[config.mk]
export PLATFORM = sky130hd
export DESIGN_NAME = ilff_ctrl
export DESIGN_NICKNAME = d
export VERILOG_FILES = /design/src/design/ilff_pkg.sv /design/src/design/ilff_ctrl.sv
export SDC_FILE = /design/constraint.sdc
export NUM_CORES = 1
export LEC_CHECK = 0
export BUFFER_PORTS_ARGS = -buffer_cell sky130_fd_sc_hd__clkbuf_2
export CORE_ASPECT_RATIO = 0.7
export CORE_MARGIN = 2
export CORE_UTILIZATION = 50
export CTS_CLUSTER_SIZE = 28
export DETAILED_ROUTE_END_ITERATION = 10
export PLACE_DENSITY = 0.72
export SYNTH_ARGS = -nofsm -noshare
export SYNTH_HDL_FRONTEND = slang
export SYNTH_SLANG_ARGS = --single-unit
[constraint.sdc]
create_clock -name clk_i -period 3 [get_ports clk_i]
set_clock_uncertainty 0.05 [all_clocks]
set_input_delay 0.15 -clock clk_i [delete_from_list [all_inputs] [get_ports clk_i]]
set_output_delay 0.15 -clock clk_i [all_outputs]
set_load 0.02 [all_outputs]
[src/design/ilff_pkg.sv]
// Package for the implicit-list first-fit heap allocator.
// Holds payload types, status codes, controller states and datapath commands.
// No dependencies; every other design file but ilff_stream_if imports it.
package ilff_pkg;

  // Default heap size in 8-byte words.
  localparam int unsigned HEAP_WORDS_DEF = 65536;

  // Field widths fixed by the interface.
  localparam int unsigned TAG_W  = 20;
  localparam int unsigned REQ_W  = 20;
  localparam int unsigned ADDR_W = 19;
  localparam int unsigned STAT_W = 2;

  // Growth used by the init sequence and the reset value of the chunk register.
  localparam logic [TAG_W-1:0] CHUNK_RESET = 20'd16384;

  // Operation codes.
  localparam logic OP_ALLOC = 1'b0;
  localparam logic OP_FREE  = 1'b1;

  // Status codes.
  localparam logic [STAT_W-1:0] STATUS_DONE  = 2'd0;
  localparam logic [STAT_W-1:0] STATUS_ZERO  = 2'd1;
  localparam logic [STAT_W-1:0] STATUS_LIMIT = 2'd2;

  typedef struct packed {
    logic              operation;
    logic [REQ_W-1:0]  request_size;
    logic [ADDR_W-1:0] block_address;
  } ilff_req_t;

  typedef struct packed {
    logic [ADDR_W-1:0] result_address;
    logic [STAT_W-1:0] status;
  } ilff_rsp_t;

  // What the controller does once a merge has finished.
  typedef enum logic [1:0] {
    MODE_INIT,
    MODE_ALLOC,
    MODE_FREE
  } ilff_mode_e;

  typedef enum logic [5:0] {
    ST_INIT0, ST_INIT1, ST_INIT2,
    ST_IDLE, ST_DISPATCH, ST_ZERO,
    ST_WALK_RD, ST_WALK_CHK,
    ST_GROW_EXT, ST_GROW_CALC, ST_GROW_W1, ST_GROW_W2, ST_GROW_W3,
    ST_M_RD1, ST_M_RD2, ST_M_RD3, ST_M_DEC,
    ST_MP_W, ST_MP_R, ST_MP_W2,
    ST_MQ_ADD, ST_MN_W1, ST_MN_W2,
    ST_MB_ADD2, ST_MB_W1, ST_MB_R, ST_MB_W2,
    ST_F_RD, ST_F_CHK, ST_F_W1, ST_F_W2,
    ST_P_RD, ST_P_CHK, ST_P_S1, ST_P_S2, ST_P_S3, ST_P_S4, ST_P_N1, ST_P_N2,
    ST_FAIL, ST_DONE
  } ilff_state_e;

  typedef enum logic [5:0] {
    CMD_NOP, CMD_ACCEPT,
    CMD_INIT_W8, CMD_INIT_W16, CMD_INIT_W24,
    CMD_ZERO,
    CMD_WALK_RD, CMD_WALK_STEP,
    CMD_GROW_EXT, CMD_GROW_CALC, CMD_GROW_W1, CMD_GROW_W2, CMD_GROW_W3,
    CMD_M_RD1, CMD_M_RD2, CMD_M_RD3, CMD_M_DEC,
    CMD_MP_W, CMD_MP_R, CMD_MP_W2,
    CMD_MQ_ADD, CMD_MN_W1, CMD_MN_W2,
    CMD_MB_ADD2, CMD_MB_W1, CMD_MB_R, CMD_MB_W2,
    CMD_F_RD, CMD_F_CHK, CMD_F_W1, CMD_F_W2,
    CMD_P_RD, CMD_P_CHK, CMD_P_S1, CMD_P_S2, CMD_P_S3, CMD_P_S4,
    CMD_P_N1, CMD_P_N2,
    CMD_FAIL, CMD_PUBLISH
  } ilff_cmd_e;

  // Status flags from the datapath to the controller.
  typedef struct packed {
    logic is_free;
    logic req_zero;
    logic free_pre_ok;
    logic walk_end;
    logic tag_zero;
    logic tag_fit;
    logic tag_alloc;
    logic grow_ok;
    logic prev_alloc;
    logic next_alloc;
    logic free_ok;
    logic split;
    logic out_free;
  } ilff_flags_t;

endpackage

[src/design/ilff_ctrl.sv]
// Controller of the allocator: sequences init, walk, grow, merge, free and placement.
// Drives ilff_datapath with commands; uses ilff_pkg.
module ilff_ctrl (
  input  logic                  clk_i,
  input  logic                  rst_ni,
  input  logic                  req_valid_i,
  output logic                  req_ready_o,
  input  ilff_pkg::ilff_flags_t flags_i,
  output ilff_pkg::ilff_cmd_e   cmd_o
);
  import ilff_pkg::*;

  ilff_state_e state_q, state_d;
  ilff_mode_e  mode_q, mode_d;
  ilff_state_e after_merge;

  // Where a finished merge continues.
  always_comb begin
    unique case (mode_q)
      MODE_ALLOC: after_merge = ST_P_RD;
      MODE_FREE:  after_merge = ST_DONE;
      default:    after_merge = ST_IDLE;
    endcase
  end

  // Next state.
  always_comb begin
    state_d = state_q;
    mode_d  = mode_q;
    unique case (state_q)
      ST_INIT0: state_d = ST_INIT1;
      ST_INIT1: state_d = ST_INIT2;
      ST_INIT2: state_d = ST_GROW_CALC;
      ST_IDLE: begin
        if (req_valid_i) begin
          state_d = ST_DISPATCH;
        end
      end
      ST_DISPATCH: begin
        if (flags_i.is_free) begin
          mode_d  = MODE_FREE;
          state_d = flags_i.free_pre_ok ? ST_F_RD : ST_DONE;
        end else begin
          mode_d  = MODE_ALLOC;
          state_d = flags_i.req_zero ? ST_ZERO : ST_WALK_RD;
        end
      end
      ST_ZERO: state_d = ST_DONE;
      ST_WALK_RD: state_d = flags_i.walk_end ? ST_GROW_EXT : ST_WALK_CHK;
      ST_WALK_CHK: begin
        priority if (flags_i.tag_zero) begin
          state_d = ST_GROW_EXT;
        end else if (flags_i.tag_fit) begin
          state_d = ST_P_RD;
        end else begin
          state_d = ST_WALK_RD;
        end
      end
      ST_GROW_EXT: state_d = ST_GROW_CALC;
      ST_GROW_CALC: begin
        priority if (flags_i.grow_ok) begin
          state_d = ST_GROW_W1;
        end else if (mode_q == MODE_INIT) begin
          state_d = ST_IDLE;
        end else begin
          state_d = ST_FAIL;
        end
      end
      ST_GROW_W1: state_d = ST_GROW_W2;
      ST_GROW_W2: state_d = ST_GROW_W3;
      ST_GROW_W3: state_d = ST_M_RD1;
      ST_M_RD1:   state_d = ST_M_RD2;
      ST_M_RD2:   state_d = ST_M_RD3;
      ST_M_RD3:   state_d = ST_M_DEC;
      ST_M_DEC: begin
        priority if (flags_i.prev_alloc && flags_i.tag_alloc) begin
          state_d = after_merge;
        end else if (flags_i.prev_alloc) begin
          state_d = ST_MP_W;
        end else begin
          state_d = ST_MQ_ADD;
        end
      end
      ST_MP_W:    state_d = ST_MP_R;
      ST_MP_R:    state_d = ST_MP_W2;
      ST_MP_W2:   state_d = after_merge;
      ST_MQ_ADD:  state_d = flags_i.next_alloc ? ST_MN_W1 : ST_MB_ADD2;
      ST_MN_W1:   state_d = ST_MN_W2;
      ST_MN_W2:   state_d = after_merge;
      ST_MB_ADD2: state_d = ST_MB_W1;
      ST_MB_W1:   state_d = ST_MB_R;
      ST_MB_R:    state_d = ST_MB_W2;
      ST_MB_W2:   state_d = after_merge;
      ST_F_RD:    state_d = ST_F_CHK;
      ST_F_CHK:   state_d = flags_i.free_ok ? ST_F_W1 : ST_DONE;
      ST_F_W1:    state_d = ST_F_W2;
      ST_F_W2:    state_d = ST_M_RD1;
      ST_P_RD:    state_d = ST_P_CHK;
      ST_P_CHK:   state_d = flags_i.split ? ST_P_S1 : ST_P_N1;
      ST_P_S1:    state_d = ST_P_S2;
      ST_P_S2:    state_d = ST_P_S3;
      ST_P_S3:    state_d = ST_P_S4;
      ST_P_S4:    state_d = ST_DONE;
      ST_P_N1:    state_d = ST_P_N2;
      ST_P_N2:    state_d = ST_DONE;
      ST_FAIL:    state_d = ST_DONE;
      ST_DONE: begin
        if (flags_i.out_free) begin
          state_d = ST_IDLE;
        end
      end
      default: state_d = ST_IDLE;
    endcase
  end

  // Command for the datapath in each state.
  always_comb begin
    req_ready_o = state_q == ST_IDLE;
    unique case (state_q)
      ST_INIT0:     cmd_o = CMD_INIT_W8;
      ST_INIT1:     cmd_o = CMD_INIT_W16;
      ST_INIT2:     cmd_o = CMD_INIT_W24;
      ST_IDLE:      cmd_o = req_valid_i ? CMD_ACCEPT : CMD_NOP;
      ST_ZERO:      cmd_o = CMD_ZERO;
      ST_WALK_RD:   cmd_o = CMD_WALK_RD;
      ST_WALK_CHK:  cmd_o = CMD_WALK_STEP;
      ST_GROW_EXT:  cmd_o = CMD_GROW_EXT;
      ST_GROW_CALC: cmd_o = CMD_GROW_CALC;
      ST_GROW_W1:   cmd_o = CMD_GROW_W1;
      ST_GROW_W2:   cmd_o = CMD_GROW_W2;
      ST_GROW_W3:   cmd_o = CMD_GROW_W3;
      ST_M_RD1:     cmd_o = CMD_M_RD1;
      ST_M_RD2:     cmd_o = CMD_M_RD2;
      ST_M_RD3:     cmd_o = CMD_M_RD3;
      ST_M_DEC:     cmd_o = CMD_M_DEC;
      ST_MP_W:      cmd_o = CMD_MP_W;
      ST_MP_R:      cmd_o = CMD_MP_R;
      ST_MP_W2:     cmd_o = CMD_MP_W2;
      ST_MQ_ADD:    cmd_o = CMD_MQ_ADD;
      ST_MN_W1:     cmd_o = CMD_MN_W1;
      ST_MN_W2:     cmd_o = CMD_MN_W2;
      ST_MB_ADD2:   cmd_o = CMD_MB_ADD2;
      ST_MB_W1:     cmd_o = CMD_MB_W1;
      ST_MB_R:      cmd_o = CMD_MB_R;
      ST_MB_W2:     cmd_o = CMD_MB_W2;
      ST_F_RD:      cmd_o = CMD_F_RD;
      ST_F_CHK:     cmd_o = CMD_F_CHK;
      ST_F_W1:      cmd_o = CMD_F_W1;
      ST_F_W2:      cmd_o = CMD_F_W2;
      ST_P_RD:      cmd_o = CMD_P_RD;
      ST_P_CHK:     cmd_o = CMD_P_CHK;
      ST_P_S1:      cmd_o = CMD_P_S1;
      ST_P_S2:      cmd_o = CMD_P_S2;
      ST_P_S3:      cmd_o = CMD_P_S3;
      ST_P_S4:      cmd_o = CMD_P_S4;
      ST_P_N1:      cmd_o = CMD_P_N1;
      ST_P_N2:      cmd_o = CMD_P_N2;
      ST_FAIL:      cmd_o = CMD_FAIL;
      ST_DONE:      cmd_o = CMD_PUBLISH;
      default:      cmd_o = CMD_NOP;
    endcase
  end

  // State registers; reset starts the init sequence.
  always_ff @(posedge clk_i or negedge rst_ni) begin
    if (!rst_ni) begin
      state_q <= ST_INIT0;
      mode_q  <= MODE_INIT;
    end else begin
      state_q <= state_d;
      mode_q  <= mode_d;
    end
  end

endmodule
==> impl_metrics.csv, run 1 <==
group,metric,value,unit
synthesis,avgSynthCellArea,7.07,um^2
finish,nFillCells,256,
drt,vias,1643,
global_route,grt_max_degree,25,
drt,antenna_left,0,
synthesis,yosysTopAreaCell,"dfrtp_1",
finish,finalInstanceArea,0.00154,mm^2
clock_network,root_buffer,"clkbuf_8",
place,gp_congestion,1.02,
min_path,min_path_type,"in -> reg",
global_route,grt_pass1_vias,1514,
drt,topRoutingLayerUsed,"met4",
synthesis,synth_fp_nets,218,
finish,diodes,0,
floorplanning,die_width,67.4,um
power_and_ir_drop,peakVddDrop,0.414,mV
setup_path,cp-endpoint,"cmd_o[0]",
timing,rsz0062_at_grt,"no",
timing,fin_crit,2.54,ns
finish,regArea,200,um^2
drt,drc_errors,0,
setup_path,worstPathMaxFanout,24,
finish,syn2layout_area_growth,9.34,%
timing,drv_slew,0,
floorplanning,floorplan.initialDensity,51.3,%
drt,vias_per_cell,6.65,
floorplanning,die_y,48.4,um
timing,fin_tns_setup,0,ns
clock_network,max-clock-path-buffers,2,
drt,dr_wl_met3,433,um
place,hpwl,3220,um
place,port_buffers,22,
drt,routedWlPerCell,17.3,um
job,drv_cap,0,
power_and_ir_drop,power_density,1080,mW/mm^2
clock_network,cts_setup_buffers,0,
timing,slew_headroom,46.4,%
drt,drt_iter0_markers,285,
timing,worst_pin_slew,0.805,ns
global_route,grt_use_total,28.6,%
clock_network,insertion_delay,0.24,ns
clock_network,htreeDepth,1,
setup_path,path_class,"reg -> out",
synthesis,synth-edff-count,0,
timing,period_share,84.5,%
synthesis,ys.flop_type,"dfrtp_1",
global_route,grt_overflow,0,
synthesis,yosysSeqAreaShare,14.2,%
floorplanning,pin_count,23,
finish,multi_input_area,0.00105,mm^2
finish,fin_nets,232,
setup_path,r2r_slack,0.55,ns
clock_network,cts_tree,"done",
finish,stdcell_count,247,
setup_path,worstRegToRegCells,6,
synthesis,synth-seq-cells,8,
setup_path,worst_ep_required_time,2.80,ns
floorplanning,dieArea,0.00326,mm^2
power_and_ir_drop,power,1.66,mW
drt,m1WireLength,1810,um
synthesis,yosys_warnings,0,
drt,dr.pass1.iters,5,
synthesis,synth_cells,199,
synthesis,synth_area_leaders,"dfrtp_1, nor2_1, a21oi_1",
setup_path,arrival,2.34,ns
synthesis,synth.distinct_cells,58,
synthesis,netlist.area_leader.share,14.2,%
clock_network,cts-buffers-inserted,3,
timing,hold_viol_final,0,
synthesis,ys_async_sr_fraction,100,%
finish,drive_gt1_share,19.0,%
synthesis,synth_area,0.00141,mm^2
setup_path,setup.worst_path.end_class,"primary output",
setup_path,reg2reg_to,"state_q[3]$_DFFE_PN0P_",
timing,max_freq,394,MHz
clock_network,cts_sinks,8,
clock_network,cts_hold_buf,1,
power_and_ir_drop,power.leakage,0.649,nW
place,dp.cells,243,
floorplanning,rows,16,
setup_path,startpoint,"state_q[4]$_DFFE_PN0P_",
drt,wl,4260,um
drt,wl_met2,1970,um
clock_network,ctsResizeCount,0,
global_route,antenna_found_initial,0,
global_route,grt_pass1_wl,7240,um
run_status,status,"finished, final reports clean",
setup_path,start_kind,"register",
clock_network,path_clk_slew,0.05,ns
floorplanning,core_area,0.00274,mm^2
place,placed_cell_area,0.00149,mm^2
timing,finalSetupViolCount,0,
setup_path,r2r_start,"state_q[2]$_DFFE_PN0P_",
## cell families (layout without fill, tap and decap cells)
kind of cell / after synthesis / after routing / synth area share [%]
AND/OR/NAND/NOR: 93 / 93 / 38.6
AO/OA/AOI/OAI: 60 / 60 / 29.6
buffers and inverters: 29 / 41 / 10.9
flip-flops: 8 / 8 / 14.2
XOR/XNOR: 5 / 5 / 3.11
adder cells (fa/ha/maj): 3 / 3 / 2.67
multiplexers: 1 / 1 / 0.801
## registers in the layout (all words and copies together), names as in the netlist
name,count
mode_q,2
state_q,6
## placed cells by master (no fill, tap or decap), types with 5 or more instances in the layout
cell | netlist | layout
a21oi_1 | 13 | 13
buf_4 | 4 | 6
clkbuf_2 | 0 | 22
dfrtp_1 | 8 | 8
inv_1 | 9 | 9
nand2_1 | 13 | 13
nand2b_1 | 8 | 8
nand3_1 | 7 | 7
nand4_1 | 5 | 5
nor2_1 | 19 | 19
nor2b_1 | 10 | 10
o21ai_0 | 10 | 10
o22ai_1 | 5 | 5
## synthesized netlist by cell type, drive strengths merged (2+ instances only)
master,number
nand3,7
and3,4
buf,14
nand4,5
ha,3
a2111oi,2
or4,2
xnor2,2
or2b,2
or3,2
or3b,2
a211o,2
inv,9
a31oi,4
nand3b,4
o2111ai,3
nand2,13
or2,2
nor4,3
clkbuf,6
a22o,2
xor2,3
o41ai,2
nor2b,10
or4b,2
dfrtp,8
o211ai,2
a21oi,13
nor4b,2
a211oi,2
o21ai,13
nor3,4
nand2b,8
nor2,19
a22oi,3
o22ai,5
## worst min-delay path by stage
stage	startpoint	endpoint	slack (ns)	cells after the start
6_report	flags_i[12]	mode_q[0]$_DFFE_PN0P_	0.16	2
5_1_grt	flags_i[12]	mode_q[0]$_DFFE_PN0P_	0.18	2
4_1_cts	flags_i[12]	mode_q[0]$_DFFE_PN0P_	0.16	2
3_5_place_dp	rst_ni	mode_q[0]$_DFFE_PN0P_	-0.04	1
3_3_place_gp	rst_ni	mode_q[1]$_DFFE_PN0P_	-0.05	1
2_1_floorplan	rst_ni	mode_q[0]$_DFFE_PN0P_	-0.20	0
## power by group
| group | internal (mW) | switching [mW] |
|---|---|---|
| Combinational | 0.481 | 0.669 |
| Clock | 0.0873 | 0.0460 |
| Sequential | 0.156 | 0.219 |
## metrics by stage
step	utilization (%)	hold WS, ns	setup WS, ns
2_1_floorplan	-	-0.196	1.11
4_1_cts	56.1	0.156	0.501
5_1_grt	56.1	0.181	0.293
3_3_place_gp	54.2	-0.0454	0.675
3_5_place_dp	54.2	-0.0390	0.627
6_report	56.1	0.158	0.464
## critical path, cell delays in order, from the launching register on
cell and delay [ns]:
dfrtp_1 0.84, nor2b_1 0.56, inv_1 0.10, o22ai_1 0.23, a22oi_1 0.12, nand2_1 0.08, clkbuf_2 0.16
## routing by layer
metal | up-vias | track usage (%)
li1 | 764 | -
met1 | 775 | 40.8
met2 | 96 | 44.6
met3 | 8 | 5.58
met4 | 0 | 6.46
met5 | - | 0
## final cells by class
class                      instances  area share [%]
clock buffer                       3            2.69
sequential                         8            13.0
tap                               36            2.93
multi-input combinational        162            68.4
timing repair buffer              29            10.7
inverter                           9            2.20
Note: power is estimated with default switching activity, not from simulation.
==> run 2, diff against run 1 <==
Settings changed: PLACE_DENSITY 0.72 to 0.75.
Clock period 3 ns to 2.28 ns, I/O delays scaled along.
==> run 2 against run 1 <==
  * Final area grew 5.2%
  * First-iteration DRC count shrank 35%
  * Non-clock buffer count grew 9
  * Sequential power shrank 17%
  * Critical path type is now reg -> reg
  * Largest power group unchanged
==> impl_metrics.csv, run 2 (synthesis results as in run 1) <==
group,metric,value,unit
run_status,status,"finished, final reports clean",
finish,syn2layout_area_growth,15.0,%
place,hpwl,3200,um
floorplanning,pin_count,23,
timing,hold_viol_final,0,
drt,vias,1620,
finish,layout_common_cells,"clkbuf_2, nor2_1, buf_4, a21oi_1, nand2_1",
drt,antenna_left,0,
global_route,grt_overflow,0,
power_and_ir_drop,peakVddDrop,0.675,mV
setup_path,setup.worst_path.end_class,"register",
drt,vias_per_cell,6.33,
global_route,grt_max_degree,26,
power_and_ir_drop,power.leakage,0.699,nW
timing,max_freq,477,MHz
job,drv_cap,0,
drt,dr.pass1.iters,6,
setup_path,critical_path.max_stage_delay,0.54,ns
global_route,grt_pass1_wl,6550,um
floorplanning,die_width,67.4,um
setup_path,path_cells,"buf_4, or2b_2, a211oi_1, or4_1, a211o_1, o31a_1",
timing,fin_crit,2.10,ns
floorplanning,die_y,48.4,um
min_path,min_path_type,"in -> reg",
place,placed_cell_area,0.00157,mm^2
floorplanning,dieArea,0.00326,mm^2
timing,slew_headroom,66.7,%
drt,drt_iter0_markers,184,
finish,largest-register,"state_q",
timing,fin_hold_ws,0.116,ns
setup_path,path_buf_inv,1,
setup_path,arrival,2.15,ns
finish,nFillCells,263,
timing,drv_slew,0,
finish,largest_reg_flops,6,
clock_network,ctsResizeCount,0,
finish,diodes,0,
timing,fin_tns_setup,0,ns
clock_network,cts_tree,"done",
clock_network,path_clk_slew,0.04,ns
setup_path,path_class,"reg -> reg",
timing,worst_pin_slew,0.495,ns
power_and_ir_drop,power_density,1410,mW/mm^2
setup_path,start_kind,"register",
clock_network,htreeDepth,1,
drt,drc_errors,0,
finish,finalInstanceArea,0.00162,mm^2
power_and_ir_drop,power,2.28,mW
setup_path,r2r_start,"state_q[0]$_DFFE_PN0P_",
place,port_buffers,22,
setup_path,worstPathMaxFanout,14,
timing,rsz0062_at_grt,"no",
setup_path,cp_top_family,"simple AND/OR/NAND/NOR gates",
global_route,grt_pass1_vias,1353,
clock_network,insertion_delay,0.23,ns
timing,period_share,91.9,%
drt,wl,4020,um
finish,drive_gt1_share,22.3,%
drt,routedWlPerCell,15.7,um
setup_path,worst_ep_required_time,2.34,ns
setup_path,crit_slowest_cell,"or4_1",
finish,layout_commonest_cell,"clkbuf_2",
floorplanning,core_area,0.00274,mm^2
clock_network,cts_sinks,8,
finish,biggestRegsByFlops,"state_q (6), mode_q (2)",
setup_path,startpoint,"state_q[0]$_DFFE_PN0P_",
clock_network,cts-buffers-inserted,3,
global_route,grt_use_total,26.4,%
floorplanning,rows,16,
floorplanning,floorplan.initialDensity,51.3,%
clock_network,root_buffer,"clkbuf_8",
global_route,antenna_found_initial,0,
clock_network,max-clock-path-buffers,2,
finish,fin_nets,241,
place,gp_congestion,0.969,
min_path,timing.hold.worst.start,"flags_i[12]",
timing,finalSetupViolCount,0,
[run 2: worst paths after layout]
check                                              end  slack (ns)  cells after the start
worst max register to register  state_q[2]$_DFFE_PN0P_        0.18                      6
max in group asynchronous       state_q[0]$_DFFE_PN0P_        1.78                      2
worst min register to register   mode_q[0]$_DFFE_PN0P_        0.46                      2
min in group asynchronous        mode_q[1]$_DFFE_PN0P_        0.21                      2
worst min-delay path             mode_q[0]$_DFFE_PN0P_        0.12                      2
worst max-delay path            state_q[2]$_DFFE_PN0P_        0.18                      6
[run 2: stage by stage]
stage	cells	util, %	setup WS [ns]
floorplan	199	-	0.423
global placement	252	57.1	0.253
detailed placement	252	57.1	0.223
CTS	256	59.0	0.203
global route	256	59.0	0.113
finish	256	59.0	0.184
[run 2: repair_timing]
| action | CTS | global route |
|---|---|---|
| hold buffers | 1 | 0 |
| setup endpoints to repair | 0 | 0 |
| setup buffers | 0 | 0 |
| endpoints found under the hold margin | 8 | 0 |
[run 2: final cells by class]
type | count | area [um^2] | share of cell area [%]
sequential | 8 | 200 | 12.4
inverter | 9 | 33.8 | 2.09
tap | 36 | 45.0 | 2.78
clock buffer | 3 | 41.3 | 2.55
multi-input combinational | 162 | 1050 | 65.0
timing repair buffer | 38 | 245 | 15.2
[run 2: worst register-to-register path, cell delays in order, from the launching register on]
cell	delay [ns]
dfrtp_1	0.42
buf_4	0.21
or2b_2	0.20
a211oi_1	0.05
or4_1	0.54
a211o_1	0.24
o31a_1	0.27
[run 2: layer usage]
metal	track usage [%]	wire length, um
met5	0	0
met4	3.06	27
met1	40.0	1860
met3	8.60	461
met2	37.5	1670
[run 2: report_power, final]
| part | internal, mW | switching, mW |
|---|---|---|
| logic | 0.731 | 1.07 |
| registers | 0.210 | 0.104 |
| clock network | 0.114 | 0.0548 |
==> run 3, diff against run 2 <==
Settings changed: ABC_AREA set to 1.
==> run 3 against run 2 <==
  * Clock power rose by 7%
  * Utilization rose by 4.0 points
  * Hold slack improved by 0.048 ns
  * Total power fell by 1.5%
  * Non-clock buffer count fell by 8
  * Global-route usage rose by 9.6 points
  * Routed wire length rose by 38%
  * Critical path type is now reg -> out
  * Critical endpoint is now cmd_o[1]
  * Highest routed layer unchanged
==> impl_metrics.csv, run 3 <==
group,metric,value,unit
finish,layout_common_cells,"nand2_1, nor2_1, nand3_1, inv_1, clkbuf_2",
global_route,antenna_found_initial,0,
synthesis,yosysTopAreaCell,"nand2_1",
finish,largest-register,"state_q",
timing,fin_hold_ws,0.163,ns
drt,dr.pass1.iters,5,
global_route,grt_max_degree,22,
clock_network,insertion_delay,0.23,ns
floorplanning,die_width,67.0,um
synthesis,synth_area,0.00139,mm^2
synthesis,netlist.area_leader.share,19.4,%
global_route,grt_use_total,36.0,%
setup_path,arrival,1.96,ns
power_and_ir_drop,power_density,1400,mW/mm^2
finish,syn2layout_area_growth,15.6,%
synthesis,yosysSeqAreaShare,14.4,%
finish,largest_reg_flops,6,
timing,rsz0062_at_grt,"no",
setup_path,setup.worst_path.end_class,"primary output",
timing,fin_crit,2.13,ns
timing,hold_viol_final,0,
finish,stdcell_count,327,
clock_network,cts_setup_buffers,0,
synthesis,synth_fp_nets,286,
floorplanning,die_y,48.1,um
place,hpwl,4420,um
floorplanning,core_area,0.00255,mm^2
global_route,grt_overflow,0,
synthesis,avgSynthCellArea,5.21,um^2
finish,fin_nets,314,
place,port_buffers,22,
drt,routedWlPerCell,17.0,um
timing,finalSetupViolCount,0,
power_and_ir_drop,power.leakage,0.970,nW
power_and_ir_drop,swShare,61.0,%
power_and_ir_drop,p_int,0.877,mW
timing,period_share,93.4,%
synthesis,ys.flop_type,"dfrtp_1",
floorplanning,dieArea,0.00322,mm^2
finish,utilization,62.9,%
floorplanning,rows,15,
synthesis,synth_area_leaders,"nand2_1, nand3_1, nor2_1",
drt,vias,2056,
clock_network,cts_sinks,8,
min_path,min_path_type,"in -> reg",
run_status,status,"finished, final reports clean",
finish,drive_gt1_share,11.9,%
drt,wl,5540,um
clock_network,cts_tree,"done",
floorplanning,pin_count,23,
place,gp_congestion,1.08,
setup_path,path_class,"reg -> out",
finish,biggestRegsByFlops,"state_q (6), mode_q (2)",
power_and_ir_drop,p_comb_share,77.9,%
clock_network,path_clk_slew,0.04,ns
finish,diodes,0,
floorplanning,floorplan.initialDensity,54.5,%
timing,drv_slew,0,
power_and_ir_drop,p_clk_share,8.0,%
global_route,grt_pass1_wl,8310,um
synthesis,synth_most_common_cell,"nand2_1",
drt,vias_per_cell,6.29,
synthesis,synth_cells,267,
power_and_ir_drop,peakVddDrop,0.840,mV
place,dp.cells,323,
power_and_ir_drop,switchingPower,1.37,mW
drt,drc_errors,0,
timing,max_freq,470,MHz
synthesis,synth-seq-cells,8,
timing,slew_headroom,66.6,%
finish,nFillCells,259,
power_and_ir_drop,p_seq_share,14.0,%
global_route,grt_pass1_vias,1632,
setup_path,start_kind,"register",
clock_network,root_buffer,"clkbuf_8",
synthesis,synth.distinct_cells,23,
clock_network,max-clock-path-buffers,2,
timing,fin_tns_setup,0,ns
synthesis,ys_async_sr_fraction,100,%
clock_network,cts-buffers-inserted,3,
drt,drt_iter0_markers,367,
setup_path,worstPathMaxFanout,12,
synthesis,yosys_warnings,0,
timing,worst_pin_slew,0.495,ns
power_and_ir_drop,power,2.25,mW
clock_network,htreeDepth,1,
drt,antenna_left,0,
setup_path,worst_ep_required_time,2.12,ns
finish,layout_commonest_cell,"nand2_1",
synthesis,synth_commonest_cells,"nand2_1, nor2_1, nand3_1",
job,drv_cap,0,
synthesis,synth-edff-count,0,
run 3: changes by cell type after synthesis, sizes merged, moves of 5 or more:
cell    previous run  this run
inv                9        28
nor2              19        57
nor3               4        11
buf               14         6
nand2b             8         0
o22ai              5         0
clkbuf             6         1
nand4              5        10
a21oi             13         8
o21ai             13         5
nand2             13        72
nand3              7        43
nor2b             10         0
run 3: cell families after synthesis:
family | Yosys count | share of synthesized area (%)
buf+inv | 35 | 10.7
fa+ha+maj | 3 | 2.70
compound gates | 20 | 8.82
flops | 8 | 14.4
simple gates | 201 | 63.4
run 3: worst paths after layout:
| path | slack, ns | start | cells past startpoint | to |
|---|---|---|---|---|
| min reg2reg | 0.53 | mode_q[0]$_DFFE_PN0P_ | 2 | mode_q[0]$_DFFE_PN0P_ |
| max in group asynchronous | 1.71 | rst_ni | 2 | state_q[1]$_DFFE_PN0P_ |
| max reg2reg | 0.28 | state_q[2]$_DFFE_PN0P_ | 10 | state_q[0]$_DFFE_PN0P_ |
| max | 0.15 | state_q[3]$_DFFE_PN0P_ | 7 | cmd_o[1] |
| min | 0.16 | flags_i[0] | 4 | state_q[5]$_DFFE_PN0P_ |
| min in group asynchronous | 0.26 | rst_ni | 2 | mode_q[0]$_DFFE_PN0P_ |
run 3: cell type report:
cell class                      count  area (um^2)  area share, %
Inverter                           28          105           6.54
Multi-Input combinational cell    224         1040           65.0
Clock buffer                        3         41.3           2.57
Tap cell                           34         42.5           2.65
Timing Repair Buffer               30          173           10.7
Sequential cell                     8          201           12.5
run 3: what timing repair did:
item | 4_1_cts | 5_1_grt
hold endpoints to repair | 8 | 0
endpoints found under the setup margin | 0 | 3
hold buffers | 1 | 0
gates resized for setup | 0 | 2
run 3: routing by layer:
layer	global-route usage [%]	up-vias	part of all wire [%]
met3	12.7	34	18
li1	-	946	-
met4	5.31	0	3.7
met2	50.9	202	36
met5	7.81	-	0
met1	52.7	874	42
run 3: power groups by stage:
stage / registers, mW / logic [mW] / clock network, mW
global placement: 0.304 / 1.68 / 0
floorplan: 0.266 / 1.21 / 0
CTS: 0.304 / 1.67 / 0.177
global route: 0.322 / 1.91 / 0.185
finish: 0.315 / 1.75 / 0.181
detailed placement: 0.307 / 1.66 / 0
run 3: worst max-delay path, cell delays in order (launching register included):
cell	delay, ns
dfrtp_1	0.53
nor2_1	0.09
buf_4	0.20
nand3_1	0.21
nand4_1	0.13
nor4_1	0.28
nand4_1	0.12
clkbuf_2	0.18
run 3: metrics by stage:
stage,instance area (um^2),setup slack (ns)
floorplan,1390,0.659
CTS,1600,0.161
global route,1610,0.0755
detailed placement,1550,0.269
finish,1610,0.151
global placement,1550,0.228
